[src/pol_pkg.sv]
// Package for the palette overlay luma blend: word types, register indexes and constants.
`timescale 1ns / 1ps
`default_nettype none
package pol_pkg;

    localparam int unsigned PALETTE_ENTRIES_DEF = 256;
    localparam int unsigned INDEX_W             = 8;
    localparam int unsigned QUEUE_DEPTH         = 4;
    localparam int unsigned QUEUE_PTR_W         = $clog2(QUEUE_DEPTH);
    localparam int unsigned QUEUE_CNT_W         = $clog2(QUEUE_DEPTH + 1);

    localparam int unsigned CFG_INDEX_W = 3;
    localparam int unsigned CFG_DATA_W  = 13;

    localparam logic [CFG_INDEX_W-1:0] REG_FRAME_WIDTH  = 3'd0;
    localparam logic [CFG_INDEX_W-1:0] REG_FRAME_HEIGHT = 3'd1;
    localparam logic [CFG_INDEX_W-1:0] REG_RECT_X       = 3'd2;
    localparam logic [CFG_INDEX_W-1:0] REG_RECT_Y       = 3'd3;
    localparam logic [CFG_INDEX_W-1:0] REG_RECT_W       = 3'd4;
    localparam logic [CFG_INDEX_W-1:0] REG_RECT_H       = 3'd5;

    localparam logic [12:0] FRAME_WIDTH_RST  = 13'd720;
    localparam logic [12:0] FRAME_HEIGHT_RST = 13'd576;

    localparam logic KIND_PALETTE = 1'b0;
    localparam logic KIND_PIXEL   = 1'b1;

    localparam logic [17:0] LUMA_COEF_R = 18'd263;
    localparam logic [17:0] LUMA_COEF_G = 18'd516;
    localparam logic [17:0] LUMA_COEF_B = 18'd100;
    localparam logic [7:0]  LUMA_OFFSET = 8'd16;
    localparam logic [7:0]  ALPHA_MAX   = 8'hff;

    typedef struct packed {
        logic        kind;
        logic [7:0]  palette_slot;
        logic [31:0] palette_rgba;
        logic [7:0]  pixel_index;
        logic [7:0]  background_luma;
        logic [11:0] pixel_col;
        logic [11:0] pixel_row;
    } req_word_t;

    typedef struct packed {
        logic [7:0] blended_luma;
        logic       inside_clip;
    } rsp_word_t;

    // classified word handed from the front to the back
    typedef struct packed {
        logic        is_pixel;
        logic        in_range;
        logic [7:0]  addr;
        logic [7:0]  luma;
        logic [7:0]  alpha;
        logic [7:0]  bg;
        logic        clip_hit;
    } qword_t;

    typedef struct packed {
        logic [QUEUE_CNT_W-1:0] count;
        logic                   full;
        logic                   empty;
    } qstat_t;

endpackage
`default_nettype wire

[src/pol_queue.sv]
// Short FIFO between the front end and the blend back end.
`timescale 1ns / 1ps
`default_nettype none
module pol_queue (
    input  wire logic             clk,
    input  wire logic             rst_n,
    input  wire logic             push,
    input  wire pol_pkg::qword_t  push_word,
    input  wire logic             pop,
    output pol_pkg::qword_t       pop_word,
    output pol_pkg::qstat_t       stat
);

    pol_pkg::qword_t                     slots [pol_pkg::QUEUE_DEPTH];
    logic [pol_pkg::QUEUE_PTR_W-1:0]     wr_ptr_reg;
    logic [pol_pkg::QUEUE_PTR_W-1:0]     rd_ptr_reg;
    logic [pol_pkg::QUEUE_CNT_W-1:0]     count_reg;
    logic [pol_pkg::QUEUE_PTR_W-1:0]     wr_ptr_next;
    logic [pol_pkg::QUEUE_PTR_W-1:0]     rd_ptr_next;
    logic [pol_pkg::QUEUE_CNT_W-1:0]     count_next;

    assign stat.count = count_reg;
    assign stat.full  = (count_reg == pol_pkg::QUEUE_CNT_W'(pol_pkg::QUEUE_DEPTH));
    assign stat.empty = (count_reg == '0);
    assign pop_word   = slots[rd_ptr_reg];

    always_comb
    begin
        wr_ptr_next = push ? wr_ptr_reg + 1'b1 : wr_ptr_reg;
        rd_ptr_next = pop  ? rd_ptr_reg + 1'b1 : rd_ptr_reg;
        count_next  = count_reg + pol_pkg::QUEUE_CNT_W'(push) - pol_pkg::QUEUE_CNT_W'(pop);
    end

    always_ff @(posedge clk or negedge rst_n)
    begin
        if (!rst_n)
        begin
            wr_ptr_reg <= '0;
            rd_ptr_reg <= '0;
            count_reg  <= '0;
        end
        else
        begin
            wr_ptr_reg <= wr_ptr_next;
            rd_ptr_reg <= rd_ptr_next;
            count_reg  <= count_next;
        end
    end

    always_ff @(posedge clk)
    begin
        if (push)
        begin
            slots[wr_ptr_reg] <= push_word;
        end
    end

endmodule
`default_nettype wire

[config.mk]
export PLATFORM = sky130hd
export DESIGN_NAME = pol_queue
export DESIGN_NICKNAME = d
export VERILOG_FILES = /design/src/pol_pkg.sv /design/src/pol_queue.sv
export SDC_FILE = /design/constraint.sdc
export NUM_CORES = 1
export LEC_CHECK = 0
export ABC_CLOCK_PERIOD_IN_PS = 1900
export BUFFER_PORTS_ARGS = -buffer_cell sky130_fd_sc_hd__buf_4
export CORE_MARGIN = 2
export CORE_UTILIZATION = 25
export CTS_CLUSTER_DIAMETER = 60
export DETAILED_ROUTE_END_ITERATION = 8
export PLACE_DENSITY = 0.48
export SYNTH_ARGS = -nofsm -noshare
export SYNTH_HDL_FRONTEND = slang
export SYNTH_SLANG_ARGS = --single-unit
export TNS_END_PERCENT = 1
[constraint.sdc]
create_clock -name clk -period 1.9 [get_ports clk]
set_input_delay 0.285 -clock clk [delete_from_list [all_inputs] [get_ports clk]]
set_output_delay 0.285 -clock clk [all_outputs]
set_load 0.005 [all_outputs]
Word level (Yosys, flattened, before mapping) --
Memory sizes are Yosys's and may differ from the RTL's. Index checks and enable logic that the tools add are counted.
Storage, ports and cells: bits in writable memories 140, input port bits 39, memories kept 1, output and inout bits 40, bits in registers 7
Memory list:
- slots | depth 4, bits a word 35, rd ports 1, clocked after Yosys merged registers in 0, write ports 1, line pol_queue.sv:14 | pol_pkg::qword_t slots [pol_pkg::QUEUE_DEPTH];
Operators by class: muxes and demuxes 2, add/sub/neg operators 4, eq/ne operators 1, reduce and logical (&&, ||, !) cells 1
Operator list (number):
- adder 2 x 1 -> 2 bit (second input constant) | 2
- adder 3 x 1 -> 3 bit | 1
- == test 3 bit (second input constant) | 1
- logical NOT 3 bit | 1
- subtractor 3 x 1 -> 3 bit | 1
- two-way mux 1 bit | 2

Depth between registers and ports, before layout --
Gate-level depths: netlist (run 1).
depth after elaboration 2, depth in mapped cells 6

Worst setup path after synthesis (run 1) --
No wires, ideal clock.
kind register -> register, start point register wr_ptr_reg[0] in the netlist's numbering, end point memory slots[0][0] in the netlist's numbering, enable pin, stages on the path, launching flop included 4, slack 0.028 ns, arrival time 1.477 ns, path through dfrtp_1 -> inv_1 -> ha_1 -> and2_1
RTL lines:
- from (decl) | line pol_queue.sv:15 | logic [pol_pkg::QUEUE_PTR_W-1:0] wr_ptr_reg;
- from (signal assigned) | line pol_queue.sv:44 | wr_ptr_reg <= wr_ptr_next;
- to (decl) | line pol_queue.sv:14
No word-level cell before the write port.

==> results of run 1 <==
worst max-delay path, delay by kind of cell (launching register included):
kind / cells / cell delay (ns)
mux: 1 / 0.56
flops: 1 / 0.41
buf+inv: 2 / 0.36
area by class of cell:
type | count | area [µm²]
repair buffers | 90 | 816
fillers | 2049 | 14600
multi-input cells | 56 | 992
inverters | 6 | 22.5
clock buffers | 19 | 433
flip-flops and latches | 147 | 4380
well taps | 280 | 350
clock inverters | 13 | 110
logic make-up after synthesis:
group / share of synthesized area (%)
flip-flops: 79.7
multiplexers: 14.8
buffers and inverters: 2.07
AND/OR/NAND/NOR: 0.797
adder cells (fa/ha/maj): 1.73
XOR/XNOR: 0.797
AO/OA/AOI/OAI: 0.0910
metrics by stage:
stage                     instances  setup slack [ns]  cell area (µm²)  hold WS, ns  utilization (%)
final                           611            -0.127             7110       0.0720             32.8
after floorplan                 217            0.0276             5500      -0.0106                -
after global placement          578             0.212             6490        0.109             29.9
after global routing            611            -0.222             7110       0.0420             32.8
after detailed placement        578             0.197             6490        0.111             29.9
after CTS                       611            -0.180             7100       0.0437             32.7
what timing repair did:
item	in CTS	in global routing
hold endpoints to repair	7	0
setup buffers	0	0
resized for setup	23	1
endpoints found under the setup margin	35	35
hold buffers	1	0
power groups by stage:
stage          sequential (mW)  combinational, mW  clock (mW)
2_1_floorplan             4.45               1.81           0
3_3_place_gp              4.53               3.27           0
3_5_place_dp              4.57               3.27           0
4_1_cts                   4.51               3.49        3.15
5_1_grt                   4.55               3.65        3.29
6_report                  4.49               3.37        3.05
layer usage:
layer	routed length [µm]	up-vias	global-route usage, %	part of all wire (%)
met1	4660	1335	11.5	44
met2	5290	60	15.7	50
li1	-	1111	-	-
met3	515	11	3.75	4.9
met5	0	-	0	0
met4	116	0	3.20	1.1
layout by cell type (no fill, tap or decap), drive strengths merged, types with 4 or more instances in the layout:
| master | count |
|---|---|
| clkbuf | 19 |
| clkinvlp | 6 |
| ha | 6 |
| inv | 8 |
| mux4 | 35 |
| clkinv | 4 |
| and2 | 4 |
| buf | 89 |
| edfxtp | 140 |
| dfrtp | 7 |
final timing paths:
check | startpoint | end | slack, ns | depth (start not counted)
min in group asynchronous | rst_n | wr_ptr_reg[1] | 0.22 | 2
hold / removal | push_word[24] | slots[0][24] | 0.07 | 1
max in group asynchronous | rst_n | rd_ptr_reg[0] | 1.54 | 2
setup reg to reg | count_reg[0] | count_reg[2] | 0.34 | 6
hold reg to reg | wr_ptr_reg[0] | wr_ptr_reg[0] | 0.52 | 1
setup / recovery | rd_ptr_reg[0] | pop_word[18] | -0.13 | 3
==> reports/qor.txt, run 1 <==
status: finished with violations
violated checks: setup timing
dominant synthesized flop cell: edfxtp_1
Vias/cell: 4.12
Initial Utilization: 25.3%
skew final: 0.00738 ns
CTS tree: yes
CTS max path bufs: 2
worst setup margin: -0.127 ns
# diodes: 0
Die Ht: 152 µm
fmax: 0.493 GHz
Pwr per Cell Area: 1530 nW/µm²
cell with the most instances after synthesis: edfxtp_1
sequential share of power: 41.2%
initial antenna violation count: 0
max-capacitance violation count: 0
input/output buffers: 78
endpoints failing setup: 35
first-pass GRT wire length: 16.5 mm
critical-path cell list: buf_12 -> mux4_2 -> buf_6
post-DP HPWL: 6.60 mm
routability cong.: 0.658
cell taking the most area after synthesis: edfxtp_1
io pins: 79
share of the synthesized area in the top cell type: 76.5%
Post-synth ARST share: 4.76%
clock latency on the worst-skew pair: 0.41 ns
1st-iter DRT viols: 93
part of the Yosys area used for sequential elements: 79.7%
nature of the critical path endpoint: primary output
Synth area leaders: edfxtp_1 77%, mux4_2 11%, mux4_1 3.3%, dfrtp_1 3.2%, ha_1 1.4%
Total GRT Usage: 9.57%
Yosys cell types: 17
row cnt: 54
Max VDD drop: 0.573 mV
PnR Total Power: 10.9 mW
largest net degree at the start of global routing: 36
path type of the worst setup path: reg2out
P_int: 7.98 mW
Clk pwr share: 28.0%
max FFs per register: 140
Relative slew margins: 74.6%
crit-path max FO: 19
Crit-path slowest cell: mux4_2
Remaining Overflow, GRT: 0
NetSw: 2.93 mW
crit-path max cell delay: 0.56 ns
DRC Markers: 0
hold violation total from the final report: 0
CTS Root Buffer Type: clkbuf_16
via count: 2,517
Cell Area, Synth: 5500 µm²
Net Sw Frac: 26.9%
Commonest cells post-synth: 140 x edfxtp_1, 28 x mux4_2, 7 x dfrtp_1, 7 x mux4_1
slew at the pin closest to its max-slew limit: 0.381 ns
cell count after synthesis: 217
WL final: 10.6 mm
post-route setup TNS: -3.60 ns
Synth Area per Inst: 25.3 µm²
final period utilization: 107%
leakage: 2.46 nW
Layout Nets: 364
H-tree depth: 4
synth warn: 0
CTS Buf Count: 17
Arrival @ worst endpoint: 1.74 ns
Post-synth EDFFs: 140
die area: 23,200 µm²
WP data required: 1.62 ns
fin. max-slew vios: 0
crit start category: flop
Clk pin slew, worst setup/hold paths: 0.06 ns
CORE AREA: 21,700 µm²
Final Critical Period: 2.03 ns
HP Class: in2reg
CTS sink count: 147
Comb pwr share: 30.9%
Yosys reg bits: 147
share of cells above drive strength 1: 46.8%
vias in the first global route: 2,805
First-pass DRT Iterations: 4
Routed Antenna Nets: 0
Syn Nets: 263
DR WL/cell: 17.3 µm
Die W: 152 µm
synth-to-layout area growth: 29.3%
unrepaired setup endpoints after global routing: true
No activity file was read; power rests on OpenSTA's default activity.
==> run 2: changes to the inputs <==
--- a/config.mk
+++ b/config.mk
@@ -7,7 +7,7 @@
 export LEC_CHECK = 0
 export ABC_CLOCK_PERIOD_IN_PS = 1900
 export BUFFER_PORTS_ARGS = -buffer_cell sky130_fd_sc_hd__buf_4
-export CORE_MARGIN = 2
+export CORE_MARGIN = 4
 export CORE_UTILIZATION = 25
 export CTS_CLUSTER_DIAMETER = 60
 export DETAILED_ROUTE_END_ITERATION = 8
==> run 2 against run 1 <==
Compared with the run above: the run still ends with setup timing left; clock power is 8.2% higher; fmax increased by 0.37%; sequential power shrank 0.9%; first-iteration DRC count rose by 3.2%; utilization up 0.94 points; critical path type unchanged; critical endpoint is now pop_word[28]; largest cell class unchanged.
==> reports/qor.txt, run 2 (synthesis results as in run 1) <==
status: finished with violations
violated checks: setup timing
largest net degree at the start of global routing: 37 (+2.8%)
via count: 2,480 (-1.5%)
# diodes: 0 (unchanged)
hold violation total from the final report: 0 (unchanged)
WL final: 11.1 mm (+5.0%)
nature of the critical path endpoint: primary output
first-pass GRT wire length: 16.9 mm (+2.6%)
DRC Markers: 0 (unchanged)
Final Critical Period: 2.02 ns (-0.00739 ns)
input/output buffers: 78 (unchanged)
First-pass DRT Iterations: 4 (unchanged)
CTS sink count: 147 (unchanged)
max FFs per register: 140 (unchanged)
Arrival @ worst endpoint: 1.73 ns (about the same)
leakage: 2.49 nW (+1.4%)
Pwr per Cell Area: 1580 nW/µm² (+3.3%)
H-tree depth: 4 (unchanged)
CTS max path bufs: 2 (unchanged)
CTS tree: yes
Buf/Inv on CP: 2 (unchanged)
CTS Root Buffer Type: clkbuf_16
Total GRT Usage: 9.69% (+0.13 points)
share of cells above drive strength 1: 48.0% (+1.2 points)
HP Class: in2reg
DR WL/cell: 18.4 µm (+6.2%)
crit start category: flop
Remaining Overflow, GRT: 0 (unchanged)
post-route setup TNS: -3.35 ns (+0.256 ns)
fin. max-slew vios: 0 (unchanged)
slew at the pin closest to its max-slew limit: 0.394 ns (+0.0130 ns)
die area: 24,400 µm² (+5.3%)
Finished Core Util: 33.7% (+0.94 points)
Crit-path slowest cell: mux4_2
Clk pin slew, worst setup/hold paths: 0.06 ns (about the same)
fmax: 0.495 GHz (+0.37%)
Die W: 156 µm (+2.6%)
Die Ht: 156 µm (+2.6%)
worst setup margin: -0.120 ns (+0.00739 ns)
Vias/cell: 4.11 (-0.33%)
Layout Nets: 363 (-0.27%)
skew final: 0.00609 ns (-0.00129 ns)
crit-path max cell delay: 0.54 ns (-0.02 ns)
CORE AREA: 21,400 µm² (-1.5%)
io pins: 79 (unchanged)
clock latency on the worst-skew pair: 0.41 ns (about the same)
critical-path cell list: buf_12 -> mux4_2 -> buf_6
Max VDD drop: 0.550 mV (-4.0%)
vias in the first global route: 2,835 (+1.1%)
Routed Antenna Nets: 0 (unchanged)
Initial Utilization: 25.7% (+0.40 points)
row cnt: 53 (-1.9%)
Crit path max-delay family: multiplexers
final period utilization: 106% (-0.39 points)
pre-CTS setup slack: 0.230 ns (+0.0332 ns)
unrepaired setup endpoints after global routing: true
most common cell after layout, fill and taps aside: edfxtp_1
PnR Total Power: 11.4 mW (+4.6%)
max-capacitance violation count: 0 (unchanged)
CTS Buf Count: 17 (unchanged)
routability cong.: 0.657 (-0.11%)
endpoints failing setup: 35 (unchanged)
initial antenna violation count: 0 (unchanged)
crit-path max FO: 14 (-5)
Cells after DPL: 572 (-1.0%)
WP data required: 1.62 ns (about the same)
path type of the worst setup path: reg2out
most frequent cells in the layout: 140 x edfxtp_1, 47 x buf_4, 35 x mux4_2, 35 x buf_6, 17 x clkbuf_16
1st-iter DRT viols: 96 (+3.2%)
Relative slew margins: 73.7% (-0.87 points)
post-DP HPWL: 6.65 mm (+0.76%)
non-filler instance count after layout: 604 (-1.1%)
synth-to-layout area growth: 30.9%
==> run 2: cell count changes in the layout (fill, tap and decap cells not counted), sizes merged <==
cell / change
buf: -1
bufinv: +2
clkbuf: -2
clkinv: +2
clkinvlp: -2
inv: -1
==> run 2: power by group <==
group / switching (mW) / internal (mW)
Clock: 1.26 / 2.05
Sequential: 0.193 / 4.26
Combinational: 1.57 / 2.08
Total: 3.02 / 8.39
==> run 2: cell type report <==
class / instances / area, µm²
Multi-Input combinational cell: 56 / 981
Inverter: 6 / 22.5
Clock buffer: 17 / 425
Timing Repair Buffer: 89 / 877
Fill cell: 2063 / 14200
Sequential cell: 147 / 4380
Tap cell: 275 / 344
Clock inverter: 14 / 164
==> run 2: worst reg2reg max path, stage by stage, from the launching register on <==
cell     delay (ns)
dfrtp_1        0.37
inv_1          0.06
ha_1           0.27
inv_1          0.04
ha_1           0.18
fa_1           0.37
xnor2_1        0.14
==> run 2: path summary, 6_finish.rpt <==
kind	from	slack, ns	cells after the start	endpoint
worst max-delay path	rd_ptr_reg[0]	-0.12	3	pop_word[28]
worst min-delay path	push_word[31]	0.07	1	slots[2][31]
worst max register to register	count_reg[0]	0.36	6	count_reg[2]
worst min register to register	wr_ptr_reg[0]	0.53	1	wr_ptr_reg[0]
max in group asynchronous	rst_n	1.54	2	rd_ptr_reg[0]
min in group asynchronous	rst_n	0.22	2	count_reg[0]
==> run 2: timing repair <==
action	CTS	global route
buffers inserted	0	0
endpoints found under the hold margin	7	0
resized for setup	40	2
endpoints found under the setup margin	35	35
hold buffers	1	0
==> run 2: layer usage <==
layer | up-vias | GRT usage [%] | part of all wire (%)
li1 | 1107 | - | -
met5 | - | 0 | 0
met4 | 0 | 4.34 | 2.1
met3 | 14 | 3.46 | 5.3
met1 | 1295 | 11.6 | 43
met2 | 64 | 15.8 | 50
==> run 2: metrics by stage <==
stage / instance area, µm² / hold slack (ns)
6_report: 7200 / 0.0716
5_1_grt: 7200 / 0.0418
4_1_cts: 7190 / 0.0449
3_5_place_dp: 6490 / 0.107
3_3_place_gp: 6490 / 0.105
2_1_floorplan: 5500 / -0.0106
==> run 3: changes to the inputs <==
--- a/config.mk
+++ b/config.mk
@@ -5,13 +5,13 @@
 export SDC_FILE = /design/constraint.sdc
 export NUM_CORES = 1
 export LEC_CHECK = 0
-export ABC_CLOCK_PERIOD_IN_PS = 1900
+export ABC_CLOCK_PERIOD_IN_PS = 2370
 export BUFFER_PORTS_ARGS = -buffer_cell sky130_fd_sc_hd__buf_4
 export CORE_MARGIN = 4
-export CORE_UTILIZATION = 25
+export CORE_UTILIZATION = 50
 export CTS_CLUSTER_DIAMETER = 60
 export DETAILED_ROUTE_END_ITERATION = 8
-export PLACE_DENSITY = 0.48
+export PLACE_DENSITY = 0.76
 export SYNTH_ARGS = -nofsm -noshare
 export SYNTH_HDL_FRONTEND = slang
 export SYNTH_SLANG_ARGS = --single-unit
==> constraint.sdc (replaced) <==
create_clock -name clk -period 2.37 [get_ports clk]
set_input_delay 0.3555 -clock clk [delete_from_list [all_inputs] [get_ports clk]]
set_output_delay 0.3555 -clock clk [all_outputs]
set_load 0.005 [all_outputs]
==> run 3 against run 2 <==
Compared with the run above: the run now ends clean; non-clock buffer count rose by 2; largest cell class unchanged; sequential power shrank 19%; worst setup slack better by 0.19 ns; routed wire length is 13% lower; clock skew is essentially flat; critical path type unchanged; sequential share of layout area up 2.0 points.
==> reports/qor.txt, run 3 (synthesis results as in run 1) <==
CTS max path bufs: 2 (unchanged)
clock latency on the worst-skew pair: 0.51 ns (+0.10 ns)
Relative slew margins: 69.4% (-4.3 points)
leakage: 2.51 nW (+0.83%)
First-pass DRT Iterations: 4 (unchanged)
Initial Utilization: 50.9% (+25 points)
DR WL/cell: 20.4 µm (+11%)
Vias/cell: 5.29 (+29%)
pre-CTS setup slack: 0.448 ns (+0.218 ns)
HP Class: in2reg
Total GRT Usage: 16.3% (+6.6 points)
post-route setup TNS: 0 ns (+3.35 ns)
max FFs per register: 140 (unchanged)
hold violation total from the final report: 0 (unchanged)
Final Critical Period: 2.30 ns
most common cell after layout, fill and taps aside: edfxtp_1
slew at the pin closest to its max-slew limit: 0.458 ns (+0.0642 ns)
row cnt: 38 (-28%)
final period utilization: 97.1%
status: complete, no violations
initial antenna violation count: 0 (unchanged)
synth-to-layout area growth: 26.7%
crit-path max FO: 11 (-3)
Finished Core Util: 64.5% (+31 points)
Remaining Overflow, GRT: 0 (unchanged)
skew final: 0.00637 ns (+0.000284 ns)
CTS sink count: 147 (unchanged)
fin. max-slew vios: 0 (unchanged)
1st-iter DRT viols: 112 (+17%)
Layout Nets: 365 (+0.55%)
Die Ht: 113 µm (-28%)
endpoints failing setup: 0 (-100%)
WL final: 9.65 mm (-13%)
crit start category: flop
Arrival @ worst endpoint: 1.95 ns (+0.22 ns)
unrepaired setup endpoints after global routing: true
CTS Root Buffer Type: clkbuf_8
first-pass GRT wire length: 15.2 mm (-10%)
CORE AREA: 10,800 µm² (-49%)
input/output buffers: 78 (unchanged)
most frequent cells in the layout: 140 x edfxtp_1, 84 x buf_4, 28 x mux4_2, 16 x clkbuf_16, 7 x mux4_1
fmax: 0.434 GHz
routability cong.: 0.711 (+8.2%)
Placed Area: 6290 µm² (-3.0%)
Max VDD drop: 0.730 mV (+33%)
DRC Markers: 0 (unchanged)
Clk pin slew, worst setup/hold paths: 0.06 ns (about the same)
via count: 2,495 (+0.60%)
path type of the worst setup path: reg2out
H-tree depth: 4 (unchanged)
post-DP HPWL: 5.80 mm (-13%)
max-capacitance violation count: 0 (unchanged)
die area: 12,700 µm² (-48%)
largest net degree at the start of global routing: 31 (-16%)
Routed Antenna Nets: 0 (unchanged)
WP data required: 2.01 ns (+0.39 ns)
CTS Buf Count: 17 (unchanged)
io pins: 79 (unchanged)
CTS tree: yes
vias in the first global route: 2,731 (-3.7%)
Pwr per Cell Area: 1270 nW/µm² (-20%)
Final Cell Area: 6960 µm² (-3.2%)
worst setup margin: 0.0680 ns (+0.188 ns)
Min Hold Slack: 0.0383 ns (-0.0334 ns)
Die W: 113 µm (-28%)
share of cells above drive strength 1: 46.1% (-1.9 points)
nature of the critical path endpoint: primary output
# diodes: 0 (unchanged)
[run 3: changes by cell type in the layout (fill, tap and decap cells not counted), moves of 3 or more]
cell / previous run / this run
mux4_2: 35 / 28
mux4_1: 0 / 7
buf_6: 35 / 0
clkinvlp_4: 4 / 1
buf_4: 47 / 84
[run 3: worst max-delay path, stage by stage (launching register included)]
cell	delay, ns
dfrtp_2	0.44
bufbuf_16	0.32
mux4_2	0.51
buf_4	0.15
[run 3: cell type report]
type                            count  area, µm²
Sequential cell                   147       4380
Fill cell                         716       3830
Multi-Input combinational cell     56       1010
Timing Repair Buffer               91        773
Clock buffer                       18        418
Clock inverter                     14        185
Tap cell                          140        175
Inverter                            6       22.5
[run 3: metrics by stage]
stage | power (mW) | cells
floorplan | 5.02 | 217
global placement | 6.08 | 435
detailed placement | 6.14 | 435
CTS | 8.96 | 471
global route | 9.27 | 472
finish | 8.84 | 472
[run 3: final timing paths]
kind | start | end | slack (ns) | cells past startpoint
worst min-delay path | push_word[4] | slots[2][4] | 0.04 | 1
worst max register to register | wr_ptr_reg[0] | slots[2][5] | 0.72 | 4
worst min register to register | wr_ptr_reg[0] | wr_ptr_reg[0] | 0.54 | 1
max in group asynchronous | rst_n | rd_ptr_reg[1] | 2.04 | 2
min in group asynchronous | rst_n | count_reg[1] | 0.19 | 2
worst max-delay path | rd_ptr_reg[0] | pop_word[16] | 0.07 | 3
[run 3: power by group]
part	switching (mW)	internal, mW	leakage [nW]
logic	1.09	1.47	0.851
clock network	0.984	1.70	0.294
registers	0.181	3.41	1.37
total	2.26	6.59	2.51
[run 3: per-layer routing]
layer	routed length [µm]	up-vias	part of all wire (%)	track usage, %
li1	-	1120	-	-
met1	3960	1281	41	20.9
met2	4840	83	50	25.8
met3	760	11	7.9	7.11
met4	92	0	0.95	4.57
met5	0	-	0	0
[run 3: timing repair]
item | 4_1_cts | 5_1_grt
cloned | 1 | 0
buffers inserted | 2 | 1
gates resized for setup | 0 | 0
pin swaps | 0 | 0
hold buffers | 1 | 0
hold endpoints to repair | 7 | 0
endpoints found under the setup margin | 15 | 10
